**config.mk**
```make
export PLATFORM = sky130hd
export DESIGN_NAME = led_blink_breathe_pattern
export DESIGN_NICKNAME = d
export VERILOG_FILES = /design/src/hw/rtl/lbbp_pkg.sv /design/src/hw/rtl/lbbp_div.sv /design/src/hw/rtl/lbbp_dp.sv /design/src/hw/rtl/lbbp_ctrl.sv /design/src/hw/rtl/led_blink_breathe_pattern.sv
export SDC_FILE = /design/constraint.sdc
export NUM_CORES = 2
export LEC_CHECK = 0
export BUFFER_PORTS_ARGS = -buffer_cell sky130_fd_sc_hd__clkbuf_2
export CORE_MARGIN = 5
export CORE_UTILIZATION = 38
export DETAILED_ROUTE_END_ITERATION = 6
export HOLD_SLACK_MARGIN = 0.06
export SYNTH_ARGS = -nofsm -noshare
export SYNTH_HDL_FRONTEND = slang
export SYNTH_SLANG_ARGS = --single-unit
```
**constraint.sdc**
```tcl
create_clock -name clk -period 12.1 [get_ports clk]
set_clock_uncertainty 0.05 [all_clocks]
set_input_delay 2.42 -clock clk [delete_from_list [all_inputs] [get_ports clk]]
set_output_delay 2.42 -clock clk [all_outputs]
set_load 0.005 [all_outputs]
```
**src/hw/rtl/lbbp_pkg.sv**
```systemverilog
// ----------------------------------------------------------------------------
// lbbp_pkg
// shared types, register codes and constants for the led pattern block
// ----------------------------------------------------------------------------
package lbbp_pkg;

  localparam int unsigned TIME_W  = 32;
  localparam int unsigned PER_W   = 16;
  localparam int unsigned COLOR_W = 24;
  localparam int unsigned CHAN_W  = 8;
  localparam int unsigned PCT_W   = 7;
  localparam int unsigned PROD_W  = CHAN_W + PCT_W;
  localparam int unsigned NUM_W   = 23;
  localparam int unsigned NCHAN   = 6;

  localparam logic [PCT_W-1:0] PCT_FULL  = 7'd100;
  localparam logic [PCT_W-1:0] PCT_FLOOR = 7'd10;

  // x / 100 as (x * 5243) >> 19, exact for x below 25600
  localparam int unsigned RECIP_W     = 13;
  localparam logic [RECIP_W-1:0] RECIP = 13'd5243;
  localparam int unsigned RECIP_SHIFT = 19;

  // divider retires this many quotient bits per step
  localparam int unsigned DIV_BITS  = 4;
  localparam int unsigned CNT_W     = 3;
  localparam logic [CNT_W-1:0] MOD_LAST = 3'(TIME_W / DIV_BITS - 1);
  localparam logic [CNT_W-1:0] PCT_LAST = 3'(CHAN_W / DIV_BITS - 1);

  typedef enum logic [2:0] {
    REG_ENABLE = 3'd0,
    REG_MODE   = 3'd1,
    REG_PERIOD = 3'd2,
    REG_DEV    = 3'd3,
    REG_FRONT  = 3'd4,
    REG_MIRROR = 3'd5
  } cfg_idx_t;

  typedef enum logic [1:0] {
    MODE_SOLID   = 2'd0,
    MODE_BLINK   = 2'd1,
    MODE_BREATHE = 2'd2,
    MODE_OFF     = 2'd3
  } mode_t;

  typedef struct packed {
    logic accept;
    logic div_load_mod;
    logic div_load_pct;
    logic div_step;
    logic set_pct;
    logic scale;
    logic load_out;
  } dp_cmd_t;

  typedef struct packed {
    logic enable;
    logic breathe;
    logic half_zero;
  } dp_sts_t;

  function automatic logic [CHAN_W-1:0] div100(input logic [PROD_W-1:0] x);
    logic [PROD_W+RECIP_W-1:0] p;
    p = (PROD_W+RECIP_W)'(x) * (PROD_W+RECIP_W)'(RECIP);
    return p[RECIP_SHIFT+CHAN_W-1:RECIP_SHIFT];
  endfunction

endpackage

```
**src/hw/rtl/lbbp_div.sv**
```systemverilog
// ----------------------------------------------------------------------------
// lbbp_div
// iterative restoring divider, several quotient bits per step
// ----------------------------------------------------------------------------
module lbbp_div import lbbp_pkg::*; (
  input  logic              clk,
  input  logic              load,
  input  logic              step,
  input  logic [PER_W-1:0]  rem_init,
  input  logic [TIME_W-1:0] dvd_init,
  input  logic [PER_W-1:0]  dvs_init,
  output logic [PER_W-1:0]  rem,
  output logic [CHAN_W-1:0] quo
);

  logic [PER_W-1:0]  rem_r, rem_nxt;
  logic [TIME_W-1:0] sh_r, sh_nxt;
  logic [PER_W-1:0]  dvs_r;

  always_comb begin
    logic [PER_W:0] t;
    logic           q;
    rem_nxt = rem_r;
    sh_nxt  = sh_r;
    for (int i = 0; i < DIV_BITS; i++) begin
      t = {rem_nxt, sh_nxt[TIME_W-1]};
      q = (t >= {1'b0, dvs_r});
      if (q) begin
        rem_nxt = PER_W'(t - {1'b0, dvs_r});
      end else begin
        rem_nxt = t[PER_W-1:0];
      end
      sh_nxt = {sh_nxt[TIME_W-2:0], q};
    end
  end

  always_ff @(posedge clk) begin
    if (load) begin
      rem_r <= rem_init;
      sh_r  <= dvd_init;
      dvs_r <= dvs_init;
    end else if (step) begin
      rem_r <= rem_nxt;
      sh_r  <= sh_nxt;
    end
  end

  assign rem = rem_r;
  assign quo = sh_r[CHAN_W-1:0];

endmodule

```
**src/hw/rtl/lbbp_dp.sv**
```systemverilog
// ----------------------------------------------------------------------------
// lbbp_dp
// datapath: config registers, blink state, breathe percent, channel scaling
// ----------------------------------------------------------------------------
module lbbp_dp import lbbp_pkg::*; (
  input  logic               clk,
  input  logic               rst_n,
  input  logic               cfg_we,
  input  logic [2:0]         cfg_index,
  input  logic [COLOR_W-1:0] cfg_data,
  input  logic [TIME_W-1:0]  in_now_ms,
  input  logic               in_restart,
  input  dp_cmd_t            cmd,
  output dp_sts_t            sts,
  output logic [CHAN_W-1:0]  out_dev_red,
  output logic [CHAN_W-1:0]  out_dev_green,
  output logic [CHAN_W-1:0]  out_dev_blue,
  output logic [CHAN_W-1:0]  out_front_red,
  output logic [CHAN_W-1:0]  out_front_green,
  output logic [CHAN_W-1:0]  out_front_blue
);

  logic               enable_r;
  mode_t              mode_r;
  logic [PER_W-1:0]   period_r;
  logic [COLOR_W-1:0] dev_color_r;
  logic [COLOR_W-1:0] front_color_r;
  logic               mirror_r;

  logic [TIME_W-1:0]  last_r, last_nxt;
  logic               blink_r, blink_nxt;

  logic [COLOR_W-1:0] dev_src_r, front_src_r;
  logic [PCT_W-1:0]   pct_r;
  logic [PROD_W-1:0]  prod_r [NCHAN];
  logic [CHAN_W-1:0]  out_r  [NCHAN];

  // config writes
  always_ff @(posedge clk) begin
    if (!rst_n) begin
      enable_r      <= 1'b0;
      mode_r        <= MODE_SOLID;
      period_r      <= 16'd1000;
      dev_color_r   <= '0;
      front_color_r <= '0;
      mirror_r      <= 1'b0;
    end else if (cfg_we) begin
      unique case (cfg_idx_t'(cfg_index))
        REG_ENABLE: enable_r      <= cfg_data[0];
        REG_MODE:   mode_r        <= mode_t'(cfg_data[1:0]);
        REG_PERIOD: period_r      <= cfg_data[PER_W-1:0];
        REG_DEV:    dev_color_r   <= cfg_data;
        REG_FRONT:  front_color_r <= cfg_data;
        REG_MIRROR: mirror_r      <= cfg_data[0];
        default: ;
      endcase
    end
  end

  // blink state, restart clears before the tick is evaluated
  logic [TIME_W-1:0]  last_eff;
  logic               on_eff, toggle, on_new, show;
  logic [PER_W-2:0]   half;

  assign last_eff = in_restart ? '0 : last_r;
  assign on_eff   = in_restart ? 1'b0 : blink_r;
  assign toggle   = (mode_r == MODE_BLINK) &&
                    (TIME_W'(in_now_ms - last_eff) >= TIME_W'(period_r));
  assign on_new   = on_eff ^ toggle;
  assign show     = (mode_r == MODE_SOLID) || (mode_r == MODE_BREATHE) ||
                    ((mode_r == MODE_BLINK) && on_new);
  assign half     = period_r[PER_W-1:1];

  always_comb begin
    last_nxt  = last_r;
    blink_nxt = blink_r;
    if (cmd.accept) begin
      last_nxt  = last_eff;
      blink_nxt = on_eff;
      if (enable_r && toggle) begin
        last_nxt  = in_now_ms;
        blink_nxt = ~on_eff;
      end
    end
  end

  always_ff @(posedge clk) begin
    if (!rst_n) begin
      last_r  <= '0;
      blink_r <= 1'b0;
    end else begin
      last_r  <= last_nxt;
      blink_r <= blink_nxt;
    end
  end

  assign sts.enable    = enable_r;
  assign sts.breathe   = (mode_r == MODE_BREATHE);
  assign sts.half_zero = (half == '0);

  // divider operands: phase = now mod period, then percent = num / half
  logic [PER_W-1:0]  div_rem;
  logic [CHAN_W-1:0] div_quo;
  logic [PER_W-1:0]  tri_op;
  logic [NUM_W-1:0]  num;
  logic [PER_W-1:0]  rem_init, dvs_init;
  logic [TIME_W-1:0] dvd_init;

  assign tri_op = (div_rem < {1'b0, half}) ? div_rem : PER_W'(period_r - div_rem);
  assign num    = NUM_W'(tri_op) * NUM_W'(PCT_FULL);

  always_comb begin
    if (cmd.div_load_pct) begin
      rem_init = {1'b0, num[NUM_W-1:CHAN_W]};
      dvd_init = {num[CHAN_W-1:0], {(TIME_W-CHAN_W){1'b0}}};
      dvs_init = {1'b0, half};
    end else begin
      rem_init = '0;
      dvd_init = in_now_ms;
      dvs_init = period_r;
    end
  end

  lbbp_div u_div (
    .clk      (clk),
    .load     (cmd.div_load_mod | cmd.div_load_pct),
    .step     (cmd.div_step),
    .rem_init (rem_init),
    .dvd_init (dvd_init),
    .dvs_init (dvs_init),
    .rem      (div_rem),
    .quo      (div_quo)
  );

  // clamp to 10..100, odd periods overshoot on the falling half
  logic [PCT_W-1:0] pct_clamp;
  always_comb begin
    if (div_quo > CHAN_W'(PCT_FULL)) begin
      pct_clamp = PCT_FULL;
    end else if (div_quo < CHAN_W'(PCT_FLOOR)) begin
      pct_clamp = PCT_FLOOR;
    end else begin
      pct_clamp = div_quo[PCT_W-1:0];
    end
  end

  always_ff @(posedge clk) begin
    if (cmd.accept) begin
      dev_src_r   <= show ? dev_color_r : '0;
      front_src_r <= show ? (mirror_r ? dev_color_r : front_color_r) : '0;
      pct_r       <= PCT_FULL;
    end else if (cmd.set_pct) begin
      pct_r <= pct_clamp;
    end
  end

  // channel scaling: multiply, then divide by 100 through the reciprocal
  logic [CHAN_W-1:0] chan [NCHAN];
  assign chan[0] = dev_src_r[23:16];
  assign chan[1] = dev_src_r[15:8];
  assign chan[2] = dev_src_r[7:0];
  assign chan[3] = front_src_r[23:16];
  assign chan[4] = front_src_r[15:8];
  assign chan[5] = front_src_r[7:0];

  always_ff @(posedge clk) begin
    for (int i = 0; i < NCHAN; i++) begin
      if (cmd.scale) begin
        prod_r[i] <= PROD_W'(chan[i]) * PROD_W'(pct_r);
      end
      if (cmd.load_out) begin
        out_r[i] <= div100(prod_r[i]);
      end
    end
  end

  assign out_dev_red     = out_r[0];
  assign out_dev_green   = out_r[1];
  assign out_dev_blue    = out_r[2];
  assign out_front_red   = out_r[3];
  assign out_front_green = out_r[4];
  assign out_front_blue  = out_r[5];

endmodule

```
**src/hw/rtl/lbbp_ctrl.sv**
```systemverilog
// ----------------------------------------------------------------------------
// lbbp_ctrl
// controller: sequences one word through the datapath, owns the handshakes
// ----------------------------------------------------------------------------
module lbbp_ctrl import lbbp_pkg::*; (
  input  logic    clk,
  input  logic    rst_n,
  input  logic    in_valid,
  output logic    in_ready,
  output logic    out_valid,
  input  logic    out_ready,
  input  dp_sts_t sts,
  output dp_cmd_t cmd
);

  typedef enum logic [6:0] {
    S_IDLE   = 7'b0000001,
    S_MOD    = 7'b0000010,
    S_NUM    = 7'b0000100,
    S_PCT    = 7'b0001000,
    S_SETPCT = 7'b0010000,
    S_SCALE  = 7'b0100000,
    S_EMIT   = 7'b1000000
  } state_t;

  state_t           state_r, state_nxt;
  logic [CNT_W-1:0] cnt_r, cnt_nxt;
  logic             out_valid_r, out_valid_nxt;

  always_comb begin
    state_nxt     = state_r;
    cnt_nxt       = cnt_r;
    out_valid_nxt = out_valid_r && !out_ready;
    cmd           = '0;
    in_ready      = 1'b0;
    unique case (state_r)
      S_IDLE: begin
        in_ready = 1'b1;
        if (in_valid) begin
          cmd.accept = 1'b1;
          if (sts.enable) begin
            if (sts.breathe && !sts.half_zero) begin
              cmd.div_load_mod = 1'b1;
              cnt_nxt          = '0;
              state_nxt        = S_MOD;
            end else begin
              state_nxt = S_SCALE;
            end
          end
        end
      end
      S_MOD: begin
        cmd.div_step = 1'b1;
        cnt_nxt      = CNT_W'(cnt_r + 1'b1);
        if (cnt_r == MOD_LAST) begin
          state_nxt = S_NUM;
        end
      end
      S_NUM: begin
        cmd.div_load_pct = 1'b1;
        cnt_nxt          = '0;
        state_nxt        = S_PCT;
      end
      S_PCT: begin
        cmd.div_step = 1'b1;
        cnt_nxt      = CNT_W'(cnt_r + 1'b1);
        if (cnt_r == PCT_LAST) begin
          state_nxt = S_SETPCT;
        end
      end
      S_SETPCT: begin
        cmd.set_pct = 1'b1;
        state_nxt   = S_SCALE;
      end
      S_SCALE: begin
        cmd.scale = 1'b1;
        state_nxt = S_EMIT;
      end
      S_EMIT: begin
        if (!out_valid_r || out_ready) begin
          cmd.load_out  = 1'b1;
          out_valid_nxt = 1'b1;
          state_nxt     = S_IDLE;
        end
      end
      default: begin
        state_nxt = S_IDLE;
      end
    endcase
  end

  always_ff @(posedge clk) begin
    if (!rst_n) begin
      state_r     <= S_IDLE;
      cnt_r       <= '0;
      out_valid_r <= 1'b0;
    end else begin
      state_r     <= state_nxt;
      cnt_r       <= cnt_nxt;
      out_valid_r <= out_valid_nxt;
    end
  end

  assign out_valid = out_valid_r;

endmodule

```
**src/hw/rtl/led_blink_breathe_pattern.sv**
```systemverilog
// ----------------------------------------------------------------------------
// led_blink_breathe_pattern
// two rgb leds driven solid, blinking, breathing or off from millisecond ticks
// ----------------------------------------------------------------------------
//
//   channel   direction  word
//   in_       input      now_ms (32), restart (1)
//   out_      output     dev rgb and front rgb, 8 bits per color
//   cfg_      input      register index (3), data (24); always ready
//
// a word taken while disabled gives no result; solid, blink and off words
//   pass through accept, scale and emit; unless the period is below two,
//   breathe words first run the shared divider, which retires 4 quotient
//   bits a step: 8 steps for now mod period, 2 for the percent
// one word in flight at a time; the next word is taken while a result sits
//   in the output register, and the emit step waits only if it is still full
// rst_n is synchronous; it clears the control state, the blink state and
//   loads the register defaults (period 1000, everything else zero)
//
module led_blink_breathe_pattern import lbbp_pkg::*; (
  input  logic               clk,
  input  logic               rst_n,
  // tick input
  input  logic               in_valid,
  output logic               in_ready,
  input  logic [TIME_W-1:0]  in_now_ms,
  input  logic               in_restart,
  // led colors
  output logic               out_valid,
  input  logic               out_ready,
  output logic [CHAN_W-1:0]  out_dev_red,
  output logic [CHAN_W-1:0]  out_dev_green,
  output logic [CHAN_W-1:0]  out_dev_blue,
  output logic [CHAN_W-1:0]  out_front_red,
  output logic [CHAN_W-1:0]  out_front_green,
  output logic [CHAN_W-1:0]  out_front_blue,
  // register writes
  input  logic               cfg_valid,
  output logic               cfg_ready,
  input  logic [2:0]         cfg_index,
  input  logic [COLOR_W-1:0] cfg_data
);

  dp_cmd_t cmd;
  dp_sts_t sts;

  // writes go straight into the registers, so the port never stalls
  assign cfg_ready = 1'b1;

  // sequencing: accept, divide steps for breathe, scale, emit
  lbbp_ctrl u_ctrl (
    .clk       (clk),
    .rst_n     (rst_n),
    .in_valid  (in_valid),
    .in_ready  (in_ready),
    .out_valid (out_valid),
    .out_ready (out_ready),
    .sts       (sts),
    .cmd       (cmd)
  );

  // registers, blink state, divider and the output word
  lbbp_dp u_dp (
    .clk             (clk),
    .rst_n           (rst_n),
    .cfg_we          (cfg_valid),
    .cfg_index       (cfg_index),
    .cfg_data        (cfg_data),
    .in_now_ms       (in_now_ms),
    .in_restart      (in_restart),
    .cmd             (cmd),
    .sts             (sts),
    .out_dev_red     (out_dev_red),
    .out_dev_green   (out_dev_green),
    .out_dev_blue    (out_dev_blue),
    .out_front_red   (out_front_red),
    .out_front_green (out_front_green),
    .out_front_blue  (out_front_blue)
  );

endmodule

```
==> reports/metrics.csv <==
stage,metric,value,unit
pwr,vdd_ir_drop_max,0.108,mV
critical_path,critPathBufInv,4,
global_routing,overflow,0,
floorplanning,die_h,382,um
min_path,min_from,u_dp.last_r[0],
global_routing,grt_max_degree,70,
synth,synth_largest_area_cell,ha_1,
global_routing,grt_use_met1,0.243,
cts,hold_buffers,0,
detailed_routing,wl_per_cell,16.4,um
cts,cts_tree,built,
synth,ys_seq_elements,369,
global_routing,antenna_found_initial,19,
cts,htree_levels,2,
synth,syn_area,52500,um2
place,gp_congestion,0.944,
synth,yosysSeqAreaShare,0.188,
detailed_routing,totalWireLength,122000,um
cells_and_area,area_growth,8.79,%
cts,cts_resized,0,
critical_path,crit_top_cell,ha_1,
sta,setup_violations,0,
synth,synth_top_area_share,0.234,
global_routing,grtUsageTotal,0.170,
sta,relSlewSlack,0.212,
critical_path,crit_slowest_cell,edfxtp_1,
floorplanning,core-area,137000,um2
global_routing,grt_util_met2,0.280,
critical_path,cp_data_required_time,12.42,ns
global_routing,grt_pass1_wl,203000,um
sta,whs,0.396,ns
cts,clock_latency,0.65,ns
synth,synth-warning-count,0,
synth,syn_inst,5495,
cts,root_buffer,clkbuf_16,
place,placed_area,55200,um2
synth,synth_nets,7140,
cts,clock_sinks,369,
detailed_routing,vias,36800,
critical_path,crit_path_end_kind,flip-flop,
global_routing,grt_pass1_vias,38100,
sta,worst_pin_slew,1.18,ns
cts,postCtsSetupRepairBufs,0,
place,place_hpwl,101000,um
synth,avgSynthCellArea,9.55,um2
cts,clock_path_buffers,3,
sta,layout_worst_path_cycle_share,0.934,
floorplanning,ios,116,
critical_path,crit_arrival,11.62,ns
min_path,hold_path_class,reg -> reg,
sta,rsz0062_at_grt,false,
pwr,power.density,86.1,nW/um2
sta,drv_slew,0,
pwr,finalPower,4.92,mW
run,maxCapViolCount,0,
detailed_routing,drcViolationCount,0,
synth,synth_most_common_cell,inv_1,
detailed_routing,antenna_left,0,
synth,ys.flop_type,edfxtp_1,
cts,clk_pin_slew,0.06,ns
floorplanning,die_area,146000,um2
detailed_routing,drt_iter0_drc,1855,
critical_path,reg2reg_from,u_dp.u_div.rem[0],
place,placed_cells_incl_taps,7330,
floorplanning,core.rowCount,136,
critical_path,worstSetupPathType,reg -> reg,
cells_and_area,fill_cells,13500,
synth,ys_types,89,
cells_and_area,finalNetCount,7236,
synth,yosys-top-cells-count,"inv_1 (1136), ha_1 (981), fa_1 (599), nand2_1 (472), edfxtp_1 (250)",
cells_and_area,drive_above_1_share,0.0571,
synth,synth_edf_count,250,
critical_path,crit_path_max_incr_delay,0.51,ns
critical_path,crit_path_start,u_dp.u_div.rem[0],
cells_and_area,finalNonFillerCells,7436,
sta,hold_viol,0,
status,outcome,completed,
place,portBuffers,114,
pwr,power_leakage,28.1,nW
critical_path,cp-start-kind,flip-flop,
floorplanning,die_w,382,um
detailed_routing,via_per_inst,4.94,
detailed_routing,drt_first_pass_iters,6,
cts,numCtsBuffers,53,
cells_and_area,design_area,57100,um2
sta,fmax,88.4,MHz
critical_path,cp_top_family,compound AO/OA/AOI/OAI gates,
sta,finalCriticalPeriod,11.31,ns
global_routing,top_usage_layer,met2,
critical_path,cp_max_fo,17,
global_routing,gr-usage-met3,0.0228,
sta,setup_tns,0,ns
synth,synth_area_leaders,"ha_1 (23%), fa_1 (23%), edfxtp_1 (14%), inv_1 (8.1%), dfxtp_1 (4.5%)",
floorplanning,start_util,0.382,
synth,synthArstFlopShare,0,
[logic make-up after synthesis]
family | count (synthesis) | share of synthesized area
xor+xnor | 226 | 0.0377
simple gates | 1204 | 0.111
flops | 369 | 0.188
mux | 83 | 0.0169
fa+ha+maj | 1580 | 0.462
compound gates | 773 | 0.0926
buf+inv | 1259 | 0.0908
other cells | 1 | 0.0000714
[layer usage]
| metal | part of all wire | wire, um | vias to the layer above |
|---|---|---|---|
| met1 | 0.47 | 57900 | 17900 |
| li1 | - | - | 18200 |
| met2 | 0.46 | 55700 | 558 |
| met3 | 0.051 | 6280 | 119 |
| met4 | 0.018 | 2200 | 2 |
| met5 | 0.000098 | 12 | - |
[tightest hold or removal path: stages (launching register included)]
cell and delay [ns]:
dfxtp_1 0.30, nand2_1 0.05, o21ai_1 0.05
[cell usage in the layout, fill, tap and decap left out, types with 47 or more instances in the layout]
cell / synthesis / final
and2_1: 183 / 182
a21o_1: 77 / 77
clkbuf_16: 0 / 57
o21ai_0: 176 / 176
a21oi_1: 244 / 244
mux2i_1: 57 / 57
nand2b_1: 61 / 61
dfxtp_1: 119 / 116
buf_4: 4 / 47
inv_1: 1136 / 1136
nor2_1: 168 / 168
nand3_1: 66 / 66
xnor2_1: 172 / 172
fa_1: 599 / 599
xor2_1: 54 / 54
ha_1: 981 / 981
o21a_1: 55 / 55
nand2_1: 472 / 471
clkbuf_2: 0 / 114
edfxtp_1: 250 / 250
nor3_1: 82 / 81
[sequential cells by signal (all words and copies together) (netlist names), 3 cells and up]
name / count
u_dp.front_color_r: 24
u_dp.u_div.sh_r: 32
u_dp.out_r: 48
u_dp.dev_src_r: 24
u_dp.u_div.dvs_r: 16
u_ctrl.cnt_r: 3
u_ctrl.state_r: 7
u_dp.prod_r: 90
u_dp.front_src_r: 24
u_dp.last_r: 32
u_dp.pct_r: 7
u_dp.dev_color_r: 24
u_dp.u_div.rem: 16
u_dp.period_r: 16
[final timing paths]
path,endpoint,slack [ns],cells after the start
min,u_dp.last_r[0],0.40,2
min reg2reg,u_dp.last_r[0],0.40,2
max,u_dp.u_div.rem[2],0.79,41
max reg2reg,u_dp.u_div.rem[2],0.79,41
[report_power, final]
group          switching, mW  internal (mW)  total [mW]
Sequential            0.0634           1.44        1.51
Combinational          0.970          0.800        1.77
Clock                  0.655          0.986        1.64
[stage by stage]
stage	util	worst slack, ns
3_5_place_dp	0.402	0.807
2_1_floorplan	-	1.97
3_3_place_gp	0.402	0.805
4_1_cts	0.416	0.732
6_report	0.416	0.793
5_1_grt	0.416	0.0470
[layout make-up]
type | count | area [um2] | area share
Antenna cell | 6 | 15.0 | 0.000263
Clock buffer | 76 | 1560 | 0.0273
Multi-Input combinational cell | 3867 | 37900 | 0.663
Timing Repair Buffer | 163 | 963 | 0.0169
Sequential cell | 369 | 9890 | 0.173
Inverter | 1137 | 4270 | 0.0747
Tap cell | 1794 | 2240 | 0.0393
Clock inverter | 24 | 275 | 0.00482
Note: power is estimated with default switching activity, not from simulation.
